File: src/rtl/pdrs_pkg.sv
// Shared types and constants for the pixel denormalizer.
// No dependencies; used by every RTL file of the block but the macro header.
package pdrs_pkg;

  localparam int unsigned NumChan      = 3;
  localparam int unsigned DataW        = 16;
  localparam int unsigned CountOutW    = 32;
  localparam int unsigned CountWidthDef = 32;
  localparam int unsigned PaddrW       = 5;
  localparam int unsigned PdataW       = 32;

  localparam logic [DataW-1:0] OneQ15 = 16'h8000;

  localparam logic [DataW-1:0] GainRedRst    = 16'd15008;
  localparam logic [DataW-1:0] GainGreenRst  = 16'd14680;
  localparam logic [DataW-1:0] GainBlueRst   = 16'd14746;
  localparam logic [DataW-1:0] OffsetRedRst  = 16'd15893;
  localparam logic [DataW-1:0] OffsetGreenRst = 16'd14942;
  localparam logic [DataW-1:0] OffsetBlueRst = 16'd13304;

  typedef enum logic [2:0] {
    REG_GAIN_RED     = 3'd0,
    REG_GAIN_GREEN   = 3'd1,
    REG_GAIN_BLUE    = 3'd2,
    REG_OFFSET_RED   = 3'd3,
    REG_OFFSET_GREEN = 3'd4,
    REG_OFFSET_BLUE  = 3'd5
  } reg_idx_e;

  typedef enum logic [1:0] {
    CH_RED   = 2'd0,
    CH_GREEN = 2'd1,
    CH_BLUE  = 2'd2,
    CH_NONE  = 2'd3
  } chan_e;

  typedef struct packed {
    logic [NumChan-1:0][DataW-1:0] gain;
    logic [NumChan-1:0][DataW-1:0] offset;
  } pdrs_cfg_t;

  // control that travels with the product into the result stage
  typedef struct packed {
    logic valid;
    logic invalid;
    logic start;
    logic chan_ok;
  } pdrs_ctl_t;

endpackage

File: src/rtl/pdrs_ifs.sv
// Stream interfaces for the pixel denormalizer: input and result words.
// Depends on pdrs_pkg for widths.
interface pdrs_in_if;
  logic                                valid;
  logic                                ready;
  logic signed [pdrs_pkg::DataW-1:0]   sample;
  logic [1:0]                          color_channel;
  logic                                sample_invalid;
  logic                                frame_start;

  modport source (output valid, sample, color_channel, sample_invalid, frame_start,
                  input ready);
  modport sink   (input valid, sample, color_channel, sample_invalid, frame_start,
                  output ready);
endinterface

interface pdrs_out_if;
  logic                                valid;
  logic                                ready;
  logic [pdrs_pkg::DataW-1:0]          pixel_value;
  logic                                pixel_invalid;
  logic [pdrs_pkg::DataW-1:0]          range_minimum;
  logic [pdrs_pkg::DataW-1:0]          range_maximum;
  logic                                range_seen;
  logic [pdrs_pkg::CountOutW-1:0]      invalid_count;

  modport source (output valid, pixel_value, pixel_invalid, range_minimum, range_maximum,
                  range_seen, invalid_count, input ready);
  modport sink   (input valid, pixel_value, pixel_invalid, range_minimum, range_maximum,
                  range_seen, invalid_count, output ready);
endinterface

File: src/rtl/pdrs_cfg.sv
// APB register file: per-channel gains and offsets.
// Depends on pdrs_pkg.
module pdrs_cfg (
  input  logic                          clk_i,
  input  logic                          rst_ni,
  input  logic                          psel,
  input  logic                          penable,
  input  logic                          pwrite,
  input  logic [pdrs_pkg::PaddrW-1:0]   paddr,
  input  logic [pdrs_pkg::PdataW-1:0]   pwdata,
  output logic [pdrs_pkg::PdataW-1:0]   prdata,
  output logic                          pready,
  output pdrs_pkg::pdrs_cfg_t           cfg_o
);
  import pdrs_pkg::*;

  pdrs_cfg_t cfg_q;
  reg_idx_e  idx;
  logic      wr_en;

  assign idx    = reg_idx_e'(paddr[PaddrW-1:2]);
  assign wr_en  = psel && penable && pwrite;
  assign pready = 1'b1;
  assign cfg_o  = cfg_q;

  always_ff @(posedge clk_i or negedge rst_ni) begin
    if (!rst_ni) begin
      cfg_q.gain[0]   <= GainRedRst;
      cfg_q.gain[1]   <= GainGreenRst;
      cfg_q.gain[2]   <= GainBlueRst;
      cfg_q.offset[0] <= OffsetRedRst;
      cfg_q.offset[1] <= OffsetGreenRst;
      cfg_q.offset[2] <= OffsetBlueRst;
    end else if (wr_en) begin
      unique case (idx)
        REG_GAIN_RED:     cfg_q.gain[0]   <= pwdata[DataW-1:0];
        REG_GAIN_GREEN:   cfg_q.gain[1]   <= pwdata[DataW-1:0];
        REG_GAIN_BLUE:    cfg_q.gain[2]   <= pwdata[DataW-1:0];
        REG_OFFSET_RED:   cfg_q.offset[0] <= pwdata[DataW-1:0];
        REG_OFFSET_GREEN: cfg_q.offset[1] <= pwdata[DataW-1:0];
        REG_OFFSET_BLUE:  cfg_q.offset[2] <= pwdata[DataW-1:0];
        default: ;
      endcase
    end
  end

  always_comb begin
    prdata = '0;
    unique case (idx)
      REG_GAIN_RED:     prdata[DataW-1:0] = cfg_q.gain[0];
      REG_GAIN_GREEN:   prdata[DataW-1:0] = cfg_q.gain[1];
      REG_GAIN_BLUE:    prdata[DataW-1:0] = cfg_q.gain[2];
      REG_OFFSET_RED:   prdata[DataW-1:0] = cfg_q.offset[0];
      REG_OFFSET_GREEN: prdata[DataW-1:0] = cfg_q.offset[1];
      REG_OFFSET_BLUE:  prdata[DataW-1:0] = cfg_q.offset[2];
      default:          prdata = '0;
    endcase
  end

endmodule

File: src/rtl/pdrs_scale.sv
// Scale path: input register with channel select, product register, then
// round, offset and clamp. Depends on pdrs_pkg.
module pdrs_scale (
  input  logic                              clk_i,
  input  logic                              rst_ni,
  input  logic                              en_i,
  input  logic                              in_valid_i,
  input  logic signed [pdrs_pkg::DataW-1:0] sample_i,
  input  logic [1:0]                        chan_i,
  input  logic                              invalid_i,
  input  logic                              start_i,
  input  pdrs_pkg::pdrs_cfg_t               cfg_i,
  output logic [pdrs_pkg::DataW-1:0]        value_o,
  output pdrs_pkg::pdrs_ctl_t               ctl_o
);
  import pdrs_pkg::*;

  // stage 1
  pdrs_ctl_t                ctl1_q;
  logic signed [DataW-1:0]  sample_q;
  logic [DataW-1:0]         gain1_q, off1_q;
  logic [DataW-1:0]         gain_sel, off_sel;
  // stage 2
  pdrs_ctl_t                ctl2_q;
  logic signed [31:0]       prod_q, prod_d;
  logic [DataW-1:0]         off2_q;
  // result math
  logic signed [31:0]       biased;
  logic signed [18:0]       shifted;
  logic signed [19:0]       sum;

  always_comb begin
    gain_sel = '0;
    off_sel  = '0;
    case (chan_e'(chan_i))
      CH_RED:   begin gain_sel = cfg_i.gain[0]; off_sel = cfg_i.offset[0]; end
      CH_GREEN: begin gain_sel = cfg_i.gain[1]; off_sel = cfg_i.offset[1]; end
      CH_BLUE:  begin gain_sel = cfg_i.gain[2]; off_sel = cfg_i.offset[2]; end
      default:  begin gain_sel = '0;            off_sel = '0;            end
    endcase
  end

  always_ff @(posedge clk_i or negedge rst_ni) begin
    if (!rst_ni) begin
      ctl1_q <= '0;
      ctl2_q <= '0;
    end else if (en_i) begin
      ctl1_q.valid   <= in_valid_i;
      ctl1_q.invalid <= invalid_i;
      ctl1_q.start   <= start_i;
      ctl1_q.chan_ok <= (chan_e'(chan_i) != CH_NONE);
      ctl2_q         <= ctl1_q;
    end
  end

  // |product| < 2^31, fits 32 bits signed
  assign prod_d = 32'(sample_q * $signed({1'b0, gain1_q}));

  always_ff @(posedge clk_i) begin
    if (en_i) begin
      sample_q <= sample_i;
      gain1_q  <= gain_sel;
      off1_q   <= off_sel;
      prod_q   <= prod_d;
      off2_q   <= off1_q;
    end
  end

  // round half up, >> 13, add offset, clamp to 0..1.0
  assign biased  = prod_q + 32'sd4096;
  assign shifted = biased[31:13];
  assign sum     = 20'(shifted) + $signed({4'b0, off2_q});

  always_comb begin
    if (ctl2_q.invalid || !ctl2_q.chan_ok) begin
      value_o = '0;
    end else if (sum[19]) begin
      value_o = '0;
    end else if (sum > $signed({4'b0, OneQ15})) begin
      value_o = OneQ15;
    end else begin
      value_o = sum[DataW-1:0];
    end
  end

  assign ctl_o = ctl2_q;

endmodule

File: src/rtl/pdrs_stats.sv
// Range statistics and result register: running min/max, seen flag,
// saturating invalid tally. Depends on pdrs_pkg.
module pdrs_stats #(
  parameter int unsigned COUNT_WIDTH = pdrs_pkg::CountWidthDef
) (
  input  logic                           clk_i,
  input  logic                           rst_ni,
  input  logic                           en_i,
  input  logic [pdrs_pkg::DataW-1:0]     value_i,
  input  pdrs_pkg::pdrs_ctl_t            ctl_i,
  output logic                           out_valid_o,
  output logic [pdrs_pkg::DataW-1:0]     pixel_value_o,
  output logic                           pixel_invalid_o,
  output logic [pdrs_pkg::DataW-1:0]     range_minimum_o,
  output logic [pdrs_pkg::DataW-1:0]     range_maximum_o,
  output logic                           range_seen_o,
  output logic [pdrs_pkg::CountOutW-1:0] invalid_count_o
);
  import pdrs_pkg::*;

  logic [DataW-1:0]       min_q, min_d, max_q, max_d;
  logic                   seen_q, seen_d;
  logic [COUNT_WIDTH-1:0] tally_q, tally_d;
  logic                   out_valid_q;
  logic [DataW-1:0]       val_q;
  logic                   inv_q;

  always_comb begin
    min_d   = ctl_i.start ? OneQ15 : min_q;
    max_d   = ctl_i.start ? '0     : max_q;
    seen_d  = ctl_i.start ? 1'b0   : seen_q;
    tally_d = ctl_i.start ? '0     : tally_q;
    if (ctl_i.invalid) begin
      if (tally_d != '1) tally_d = tally_d + 1'b1;
    end else if (ctl_i.chan_ok) begin
      if (value_i < min_d) min_d = value_i;
      if (value_i > max_d) max_d = value_i;
      seen_d = 1'b1;
    end
  end

  always_ff @(posedge clk_i or negedge rst_ni) begin
    if (!rst_ni) begin
      min_q       <= OneQ15;
      max_q       <= '0;
      seen_q      <= 1'b0;
      tally_q     <= '0;
      out_valid_q <= 1'b0;
    end else if (en_i) begin
      out_valid_q <= ctl_i.valid;
      if (ctl_i.valid) begin
        min_q   <= min_d;
        max_q   <= max_d;
        seen_q  <= seen_d;
        tally_q <= tally_d;
      end
    end
  end

  always_ff @(posedge clk_i) begin
    if (en_i && ctl_i.valid) begin
      val_q <= value_i;
      inv_q <= ctl_i.invalid;
    end
  end

  assign out_valid_o     = out_valid_q;
  assign pixel_value_o   = val_q;
  assign pixel_invalid_o = inv_q;
  assign range_minimum_o = min_q;
  assign range_maximum_o = max_q;
  assign range_seen_o    = seen_q;
  assign invalid_count_o = CountOutW'(tally_q);

endmodule

File: src/rtl/pixel_denormalize_with_range_stats_core.sv
// Per-channel pixel denormalizer with range statistics, top level.
// Depends on pdrs_pkg, pdrs_ifs, pdrs_cfg, pdrs_scale, pdrs_stats.
//
// Usage:
//   in_i  : valid/ready stream of words (sample Q3.12, color_channel,
//           sample_invalid, frame_start).
//   out_o : valid/ready stream, one result word per input word, in order:
//           pixel_value Q1.15 (0..32768), flag, and the statistics
//           after that word.
//   APB   : gains at 0x00/0x04/0x08, offsets at 0x0C/0x10/0x14; write only
//           while the stream is idle. pready is always high.
//   Pipeline: three register stages (input/select, product, result); a word
//           accepted into the input/select register moves on through the
//           product register into the result register while out_o is not stalled.
//   Throughput: one word per cycle while out_o is not stalled, set by the single product register.
//   Stall: while out_o holds a word that is not taken, the whole pipeline
//           holds and in_i.ready is low; otherwise in_i.ready is high.
//   Reset: clears the pipeline control bits and the statistics (min 32768,
//           max 0, seen 0, tally 0) and loads the default gains and offsets.
module pixel_denormalize_with_range_stats_core #(
  parameter int unsigned COUNT_WIDTH = pdrs_pkg::CountWidthDef
) (
  input  logic                        clk_i,
  input  logic                        rst_ni,
  pdrs_in_if.sink                     in_i,
  pdrs_out_if.source                  out_o,
  input  logic                        psel,
  input  logic                        penable,
  input  logic                        pwrite,
  input  logic [pdrs_pkg::PaddrW-1:0] paddr,
  input  logic [pdrs_pkg::PdataW-1:0] pwdata,
  output logic [pdrs_pkg::PdataW-1:0] prdata,
  output logic                        pready
);
  import pdrs_pkg::*;

  pdrs_cfg_t        cfg;
  pdrs_ctl_t        ctl;
  logic [DataW-1:0] value;
  logic             advance;

  assign advance  = !out_o.valid || out_o.ready;
  assign in_i.ready = advance;

  pdrs_cfg u_cfg (
    .clk_i   (clk_i),
    .rst_ni  (rst_ni),
    .psel    (psel),
    .penable (penable),
    .pwrite  (pwrite),
    .paddr   (paddr),
    .pwdata  (pwdata),
    .prdata  (prdata),
    .pready  (pready),
    .cfg_o   (cfg)
  );

  pdrs_scale u_scale (
    .clk_i      (clk_i),
    .rst_ni     (rst_ni),
    .en_i       (advance),
    .in_valid_i (in_i.valid),
    .sample_i   (in_i.sample),
    .chan_i     (in_i.color_channel),
    .invalid_i  (in_i.sample_invalid),
    .start_i    (in_i.frame_start),
    .cfg_i      (cfg),
    .value_o    (value),
    .ctl_o      (ctl)
  );

  pdrs_stats #(
    .COUNT_WIDTH (COUNT_WIDTH)
  ) u_stats (
    .clk_i           (clk_i),
    .rst_ni          (rst_ni),
    .en_i            (advance),
    .value_i         (value),
    .ctl_i           (ctl),
    .out_valid_o     (out_o.valid),
    .pixel_value_o   (out_o.pixel_value),
    .pixel_invalid_o (out_o.pixel_invalid),
    .range_minimum_o (out_o.range_minimum),
    .range_maximum_o (out_o.range_maximum),
    .range_seen_o    (out_o.range_seen),
    .invalid_count_o (out_o.invalid_count)
  );

endmodule

File: src/flat_wrapper.sv
// flat-port wrapper written by rule: the top's interface ports become plain ports
module pixel_denormalize_with_range_stats_core_flat import pdrs_pkg::*;
#(
  parameter int unsigned COUNT_WIDTH = pdrs_pkg::CountWidthDef
)
  (clk_i, rst_ni, psel, penable, pwrite, paddr, pwdata, prdata, pready, in_i_valid, in_i_sample, in_i_color_channel, in_i_sample_invalid, in_i_frame_start, in_i_ready, out_o_valid, out_o_pixel_value, out_o_pixel_invalid, out_o_range_minimum, out_o_range_maximum, out_o_range_seen, out_o_invalid_count, out_o_ready);
  pdrs_in_if in_i_i ();
  pdrs_out_if out_o_i ();
  input  logic clk_i;
  input  logic rst_ni;
  input  logic psel;
  input  logic penable;
  input  logic pwrite;
  input  logic [pdrs_pkg::PaddrW-1:0] paddr;
  input  logic [pdrs_pkg::PdataW-1:0] pwdata;
  output logic [pdrs_pkg::PdataW-1:0] prdata;
  output logic pready;
  input wire logic [$bits(in_i_i.valid)-1:0] in_i_valid;
  input wire logic [$bits(in_i_i.sample)-1:0] in_i_sample;
  input wire logic [$bits(in_i_i.color_channel)-1:0] in_i_color_channel;
  input wire logic [$bits(in_i_i.sample_invalid)-1:0] in_i_sample_invalid;
  input wire logic [$bits(in_i_i.frame_start)-1:0] in_i_frame_start;
  output wire logic [$bits(in_i_i.ready)-1:0] in_i_ready;
  output wire logic [$bits(out_o_i.valid)-1:0] out_o_valid;
  output wire logic [$bits(out_o_i.pixel_value)-1:0] out_o_pixel_value;
  output wire logic [$bits(out_o_i.pixel_invalid)-1:0] out_o_pixel_invalid;
  output wire logic [$bits(out_o_i.range_minimum)-1:0] out_o_range_minimum;
  output wire logic [$bits(out_o_i.range_maximum)-1:0] out_o_range_maximum;
  output wire logic [$bits(out_o_i.range_seen)-1:0] out_o_range_seen;
  output wire logic [$bits(out_o_i.invalid_count)-1:0] out_o_invalid_count;
  input wire logic [$bits(out_o_i.ready)-1:0] out_o_ready;
  assign in_i_i.valid = in_i_valid;
  assign in_i_i.sample = in_i_sample;
  assign in_i_i.color_channel = in_i_color_channel;
  assign in_i_i.sample_invalid = in_i_sample_invalid;
  assign in_i_i.frame_start = in_i_frame_start;
  assign in_i_ready = in_i_i.ready;
  assign out_o_valid = out_o_i.valid;
  assign out_o_pixel_value = out_o_i.pixel_value;
  assign out_o_pixel_invalid = out_o_i.pixel_invalid;
  assign out_o_range_minimum = out_o_i.range_minimum;
  assign out_o_range_maximum = out_o_i.range_maximum;
  assign out_o_range_seen = out_o_i.range_seen;
  assign out_o_invalid_count = out_o_i.invalid_count;
  assign out_o_i.ready = out_o_ready;
  pixel_denormalize_with_range_stats_core #(.COUNT_WIDTH(COUNT_WIDTH)) u_core (.clk_i(clk_i), .rst_ni(rst_ni), .in_i(in_i_i), .out_o(out_o_i), .psel(psel), .penable(penable), .pwrite(pwrite), .paddr(paddr), .pwdata(pwdata), .prdata(prdata), .pready(pready));
endmodule
File: config.mk
export PLATFORM = sky130hd
export DESIGN_NAME = pixel_denormalize_with_range_stats_core_flat
export DESIGN_NICKNAME = d
export VERILOG_FILES = /design/src/rtl/pdrs_pkg.sv /design/src/rtl/pdrs_ifs.sv /design/src/rtl/pdrs_cfg.sv /design/src/rtl/pdrs_scale.sv /design/src/rtl/pdrs_stats.sv /design/src/rtl/pixel_denormalize_with_range_stats_core.sv /design/src/flat_wrapper.sv
export SDC_FILE = /design/constraint.sdc
export NUM_CORES = 1
export LEC_CHECK = 0
export BUFFER_PORTS_ARGS = -buffer_cell sky130_fd_sc_hd__buf_2
export CAP_MARGIN = 30
export CORE_MARGIN = 2
export CORE_UTILIZATION = 35
export CTS_BUF_LIST = sky130_fd_sc_hd__clkbuf_2 sky130_fd_sc_hd__clkbuf_4 sky130_fd_sc_hd__clkbuf_8
export CTS_CLUSTER_SIZE = 40
export DETAILED_ROUTE_END_ITERATION = 16
export GPL_ROUTABILITY_DRIVEN = 0
export PLACE_DENSITY = 0.61
export SKIP_CTS_REPAIR_TIMING = 1
export SYNTH_ARGS = -nofsm -noshare
export SYNTH_HDL_FRONTEND = slang
export SYNTH_SLANG_ARGS = --single-unit
File: constraint.sdc
create_clock -name clk_i -period 7.62 [get_ports clk_i]
set_input_delay 0 -clock clk_i [delete_from_list [all_inputs] [get_ports clk_i]]
set_output_delay 0 -clock clk_i [all_outputs]
set_load 0.01 [all_outputs]
# Yosys cells after proc, flatten, opt, wreduce, memory -nomap -nowiden
# Index checks and enable logic that the tools add are counted.
[totals]
regBits = 283
in_bits = 64
output_inout_bits = 117
[classes]
add_sub_neg = 3
n_mul = 1
n_lt_le_gt_ge = 3
eq_ne = 9
muxes = 20
n_reduce_logical = 16
[op_table]
columns = ["op", "count"]
rows = [
  ["16-bit two-way mux", 11],
  ["32-bit two-way mux", 3],
  ["16-bit one-hot mux with 3 select lines", 2],
  ["16-bit one-hot mux with 6 select lines", 1],
  ["32-bit by 1-bit adder with 32-bit output (second input constant)", 1],
  ["32-bit by 14-bit adder with 32-bit output (second input constant)", 1],
  ["16-bit by 17-bit multiplier with 32-bit output", 1],
  ["32-bit != test (second input constant)", 1],
  ["19-bit by 17-bit adder with 20-bit output", 1],
  ["20-bit by 17-bit > comparator with 1-bit output (second input constant)", 1],
  ["16-bit > comparator", 1],
  ["16-bit < comparator", 1],
  ["2-bit AND reduction", 7],
  ["3-bit by 2-bit equality test with 1-bit output (second input constant)", 2],
  ["3-bit equality test (second input constant)", 2],
  ["3-bit by 1-bit equality test with 1-bit output (second input constant)", 1],
  ["1-bit logical AND", 3],
  ["3-bit zero test", 1],
  ["1-bit two-way mux", 3],
  ["2-bit by 1-bit equality test with 1-bit output (second input constant)", 1],
  ["2-bit equality test (second input constant)", 1],
  ["1-bit zero test", 2],
  ["2-bit zero test", 1],
  ["1-bit logical OR", 2],
  ["2-bit != test (second input constant)", 1],
]

# Longest topological paths before layout
[depth]
word_depth = 10
mapped_depth = 29
mapped_depth_nobuf = 27

# By module
# A second synthesis with hierarchy kept.
[unflattened]
cells_unflattened = 2162
hier_area_um2 = 22710.5
[modules_own_cells]
columns = ["mod", "instances", "cells_per_inst", "area_each_um2"]
rows = [
  ["pdrs_scale", 1, 1366, 13245.2],
  ["pdrs_stats", 1, 460, 4797.1],
  ["pdrs_cfg", 1, 335, 4662.0],
  ["pixel_denormalize_with_range_stats_core", 1, 1, 6.3],
]

# Worst setup path before layout
# No wires, ideal clock.
[synth_timing]
path_type = "reg2reg"
from = "reg u_core.u_scale.gain1_q[15]"
to = "reg u_core.u_scale.prod_q[28] (data pin)"
setup_time_ns = 0.262
t_arrival_ns = 6.227
path_slack_ns = 1.131
path_stages_with_launch = 24
period_less_slack_ns = 6.489
cell_sequence = "edfxtp_1 -> clkbuf_1 -> nand2_1 -> fa_1 -> inv_1 -> fa_1 -> inv_1 -> fa_1 -> fa_1 -> fa_1 -> inv_1 -> fa_1 -> ha_1 -> a21o_1 -> a21o_1 -> a21oi_1 -> o21ai_0 -> or3_1 -> o211a_1 -> o21a_1 -> o21a_1 -> or2_2 -> o31ai_1 -> xnor2_1"
[synth_via]
elab_chain_cells = 1
[synth_lines]
columns = ["item", "line_no", "text"]
rows = [
  ["from (decl)", "pdrs_scale.sv:21", "logic [DataW-1:0] gain1_q, off1_q;"],
  ["from (signal assigned)", "pdrs_scale.sv:62", "gain1_q <= gain_sel;"],
  ["16-bit by 17-bit multiplier with 32-bit output", "pdrs_scale.sv:57", "assign prod_d = 32'(sample_q * $signed({1'b0, gain1_q}));"],
  ["via u_core.u_scale.prod_d[28]", "pdrs_scale.sv:25", "logic signed [31:0] prod_q, prod_d;"],
  ["to (signal assigned)", "pdrs_scale.sv:64", "prod_q <= prod_d;"],
  ["to (decl)", "pdrs_scale.sv:25", ""],
]
# The timed path passes the listed nets, and every way through them passes these cells.
# A chain may end at the register's enable or synchronous reset.

# Worst setup path in the final report
[layout_timing]
from = "reg u_core.u_scale.gain1_q[6]"
to = "reg u_core.u_scale.prod_q[28] (data pin)"
# The elaborated chain is that of the path after synthesis.

==> impl_metrics.toml <==
[worst_setup_path]
r2r_start = "u_core.u_scale.gain1_q[6]"
crit_start = "u_core.u_scale.gain1_q[6]"
cp.arrival_ns = 7.36
slowest_stage = "edfxtp_1"
path_max_fanout = 16
crit_type = "reg2reg"
path_common_cell = "fa_1"
critPathLaunchType = "register"
critPathMaxStageDelay_ns = 0.70
crit_chain = "and2_1 > fa_1 > inv_1 > fa_1 > fa_1 > fa_1 > fa_1 > inv_1 > fa_1 > ha_1 > a21o_1 > a21o_1 > a21oi_1 > o21ai_0 > or3_1 > o211a_1 > o21a_1 > o21a_1 > or2_2 > o31ai_1 > xnor2_1"
end_kind = "register"
cp_data_required_time_ns = 7.95

[final_layout]
final_cells = 3156
drive_gt1_share_pct = 20.40
layout.nets = 2698
syn_to_final_growth_pct = 15.12
insertedDiodeCount = 0
final_common_cell = "inv_1"
nFillCells = 6014
layout_common_cells = "260 x inv_1, 242 x nand2_1, 194 x fa_1"

[power_and_ir_drop]
swShare_pct = 45.38
ir_worst_vdd_mv = 0.6267
pwr-share-comb_pct = 66.2
p_clk_share_pct = 12.1
cell_internal_pwr_mw = 6.578
p_leak_nw = 11.75
p_per_area_mw_per_mm2 = 479.1
p_seq_share_pct = 21.7
p_switching_mw = 5.466

[clock_tree]
htree_levels = 2
cts_tree = "yes"
numClockSinks = 271
root_buffer = "clkbuf_8"
clkTransAtPathRegs_ns = 0.06
insertion_delay_ns = 0.65
cts_buffers = 50
clock_path_buffers = 3

[floorplanning]
io-pin-count = 181
num_rows = 91
die_area_mm2 = 0.06441
fp.coreArea_mm2 = 0.06171
initial_core_util_pct = 35.39
die_w_um = 253.8
fp.dieH_um = 253.8

[routing]
drt_wl_total_um = 54930
wire_per_inst_um = 17.40
dr.first_iter.drc_count = 938
drc = 0
drt-vias-per-instance = 5.000
postRouteAntennaNets = 0
vias = 15780
drtPass1Iterations = 5

[placement]
port_buffers = 145
numPlacedInstances = 3024
dp_hpwl_um = 40680

[hold_path]
hp-start = "out_o_ready"
hp-class = "in2reg"

[logic_synthesis]
yosysWarnings = 0
synth-async-reset-ratio_pct = 62.73
synth_top_cell_by_area = "fa_1"
seq_area_frac_synth_pct = 33.64
synth_edf_count = 101
ys_types = 69
synth.area.top_cells = "fa_1 18%, dfrtp_1 14%, edfxtp_1 14%, ha_1 9.3%, dfstp_2 5.8%"
synthFlopType = "dfrtp_1"
synth_cells = 2085
synthesis.area_mm2 = 0.02184
ys_ff_latch = 271
netlist.area_leader.share_pct = 17.78
avgSynthCellArea_um2 = 10.47

[global_route]
grt.overflow.total = 0
antenna_found_initial = 2
grt_pass1_vias = 16540
grt_usage_pct = 17.25
grt_max_degree = 66
grt_first_pass_wirelength_um = 88190

[sta]
hold_viol_final = 0
rsz0062_at_grt = "no"
fin_setup_tns_ns = 0
min_period_ns = 7.021
clock.fmax_mhz = 142.4
skew_ns = 0.06619
relSlewSlack_pct = 31.40
worst_pin_slew_ns = 1.028
fin_crit_sh_pct = 92.14
hold_ws_ns = 0.08007
setup_violations = 0
maxSlewViolCount = 0

[status]
outcome = "finished clean"

[job]
cap_violations = 0
==> critical path, delay by kind of cell (launching register included) <==
family / cells / cell delay (ns)
AOI/OAI and AO/OA: 8 / 1.55
buffers and inverters: 2 / 0.10
and+or+nand+nor: 3 / 0.97
DFF: 1 / 0.70
xor gates and xnor gates: 1 / 0.10
adders and majority gates: 7 / 3.29
==> logic make-up after synthesis <==
| kind of cell | share of synthesized area (%) |
|---|---|
| buffers and inverters | 6.594 |
| xor gates and xnor gates | 2.888 |
| other | 0.03439 |
| muxes | 8.096 |
| DFF | 33.64 |
| adders and majority gates | 27.07 |
| and+or+nand+nor | 14.47 |
| AOI/OAI and AO/OA | 7.208 |
==> flip-flops by register name (all words and copies together), names as in the netlist <==
name and cells:
u_core.u_stats.pixel_invalid_o 1, u_core.u_scale.gain1_q 16, u_core.u_scale.ctl_o 4, u_core.u_stats.range_seen_o 1
u_core.u_cfg.cfg_o 96, u_core.u_scale.off1_q 16, u_core.u_scale.prod_q 20, u_core.u_scale.off2_q 16
u_core.u_scale.ctl1_q 4, u_core.u_scale.sample_q 16, u_core.u_stats.out_valid_o 1, u_core.u_stats.range_maximum_o 16
u_core.u_stats.range_minimum_o 16, u_core.u_stats.pixel_value_o 16, u_core.u_stats.invalid_count_o 32
==> Yosys cell counts, types with 50 or more instances <==
cell,number
inv_1,260
nand2_1,242
fa_1,194
ha_1,162
dfrtp_1,122
and2_1,112
mux2_2,109
edfxtp_1,101
clkbuf_1,79
o21ai_0,72
nor2_1,65
nand3_1,50
==> path summary, 6_finish.rpt <==
check | end | slack, ns | cells after the start
worst min-delay path | u_core.u_stats.out_valid_o | 0.08 | 3
worst max register to register | u_core.u_scale.prod_q[28] | 0.60 | 21
max in group asynchronous | u_core.u_cfg.cfg_o[34] | 5.45 | 5
min in group asynchronous | u_core.u_stats.range_maximum_o[15] | 0.40 | 3
worst max-delay path | u_core.u_scale.prod_q[28] | 0.60 | 21
worst min register to register | u_core.u_scale.off2_q[12] | 0.41 | 0
==> power by group through the flow <==
stage               Sequential [mW]  Clock (mW)  Combinational, mW
detailed placement             2.63           0               8.01
global placement               2.62           0               7.83
CTS                            2.61        1.51               8.10
finish                         2.61        1.46               7.98
global route                   2.65        1.57               9.23
floorplan                      2.45           0               6.06
==> per-stage QoR <==
step	instance area, um2	power [mW]	setup slack (ns)	util (%)
after floorplan	21890	8.507	1.131	-
after detailed placement	23670	10.64	0.3948	38.35
after CTS	24720	12.21	0.3632	40.06
final	25140	12.04	0.5987	40.74
after global routing	25140	13.45	0.1200	40.74
after global placement	23570	10.45	0.4715	38.19
==> area by class of cell <==
class,instances,area [um2],share of cell area [%]
multi-input cells,1467,13200,52.52
flip-flops and latches,271,7347,29.22
repair buffers,228,1511,6.012
well taps,837,1047,4.166
inverters,260,975.9,3.882
clock buffers,74,899.6,3.578
clock inverters,19,155.1,0.6171
==> metal layers <==
layer	track usage (%)	wire (um)	share of wire (%)	vias up
li1	-	-	-	7304
met1	22.57	24150	44	7954
met2	29.18	26570	48	430
met3	3.226	3089	5.6	90
met4	4.739	1105	2.0	2
met5	0	12	0.022	-
(Power assumes the default switching activity.)
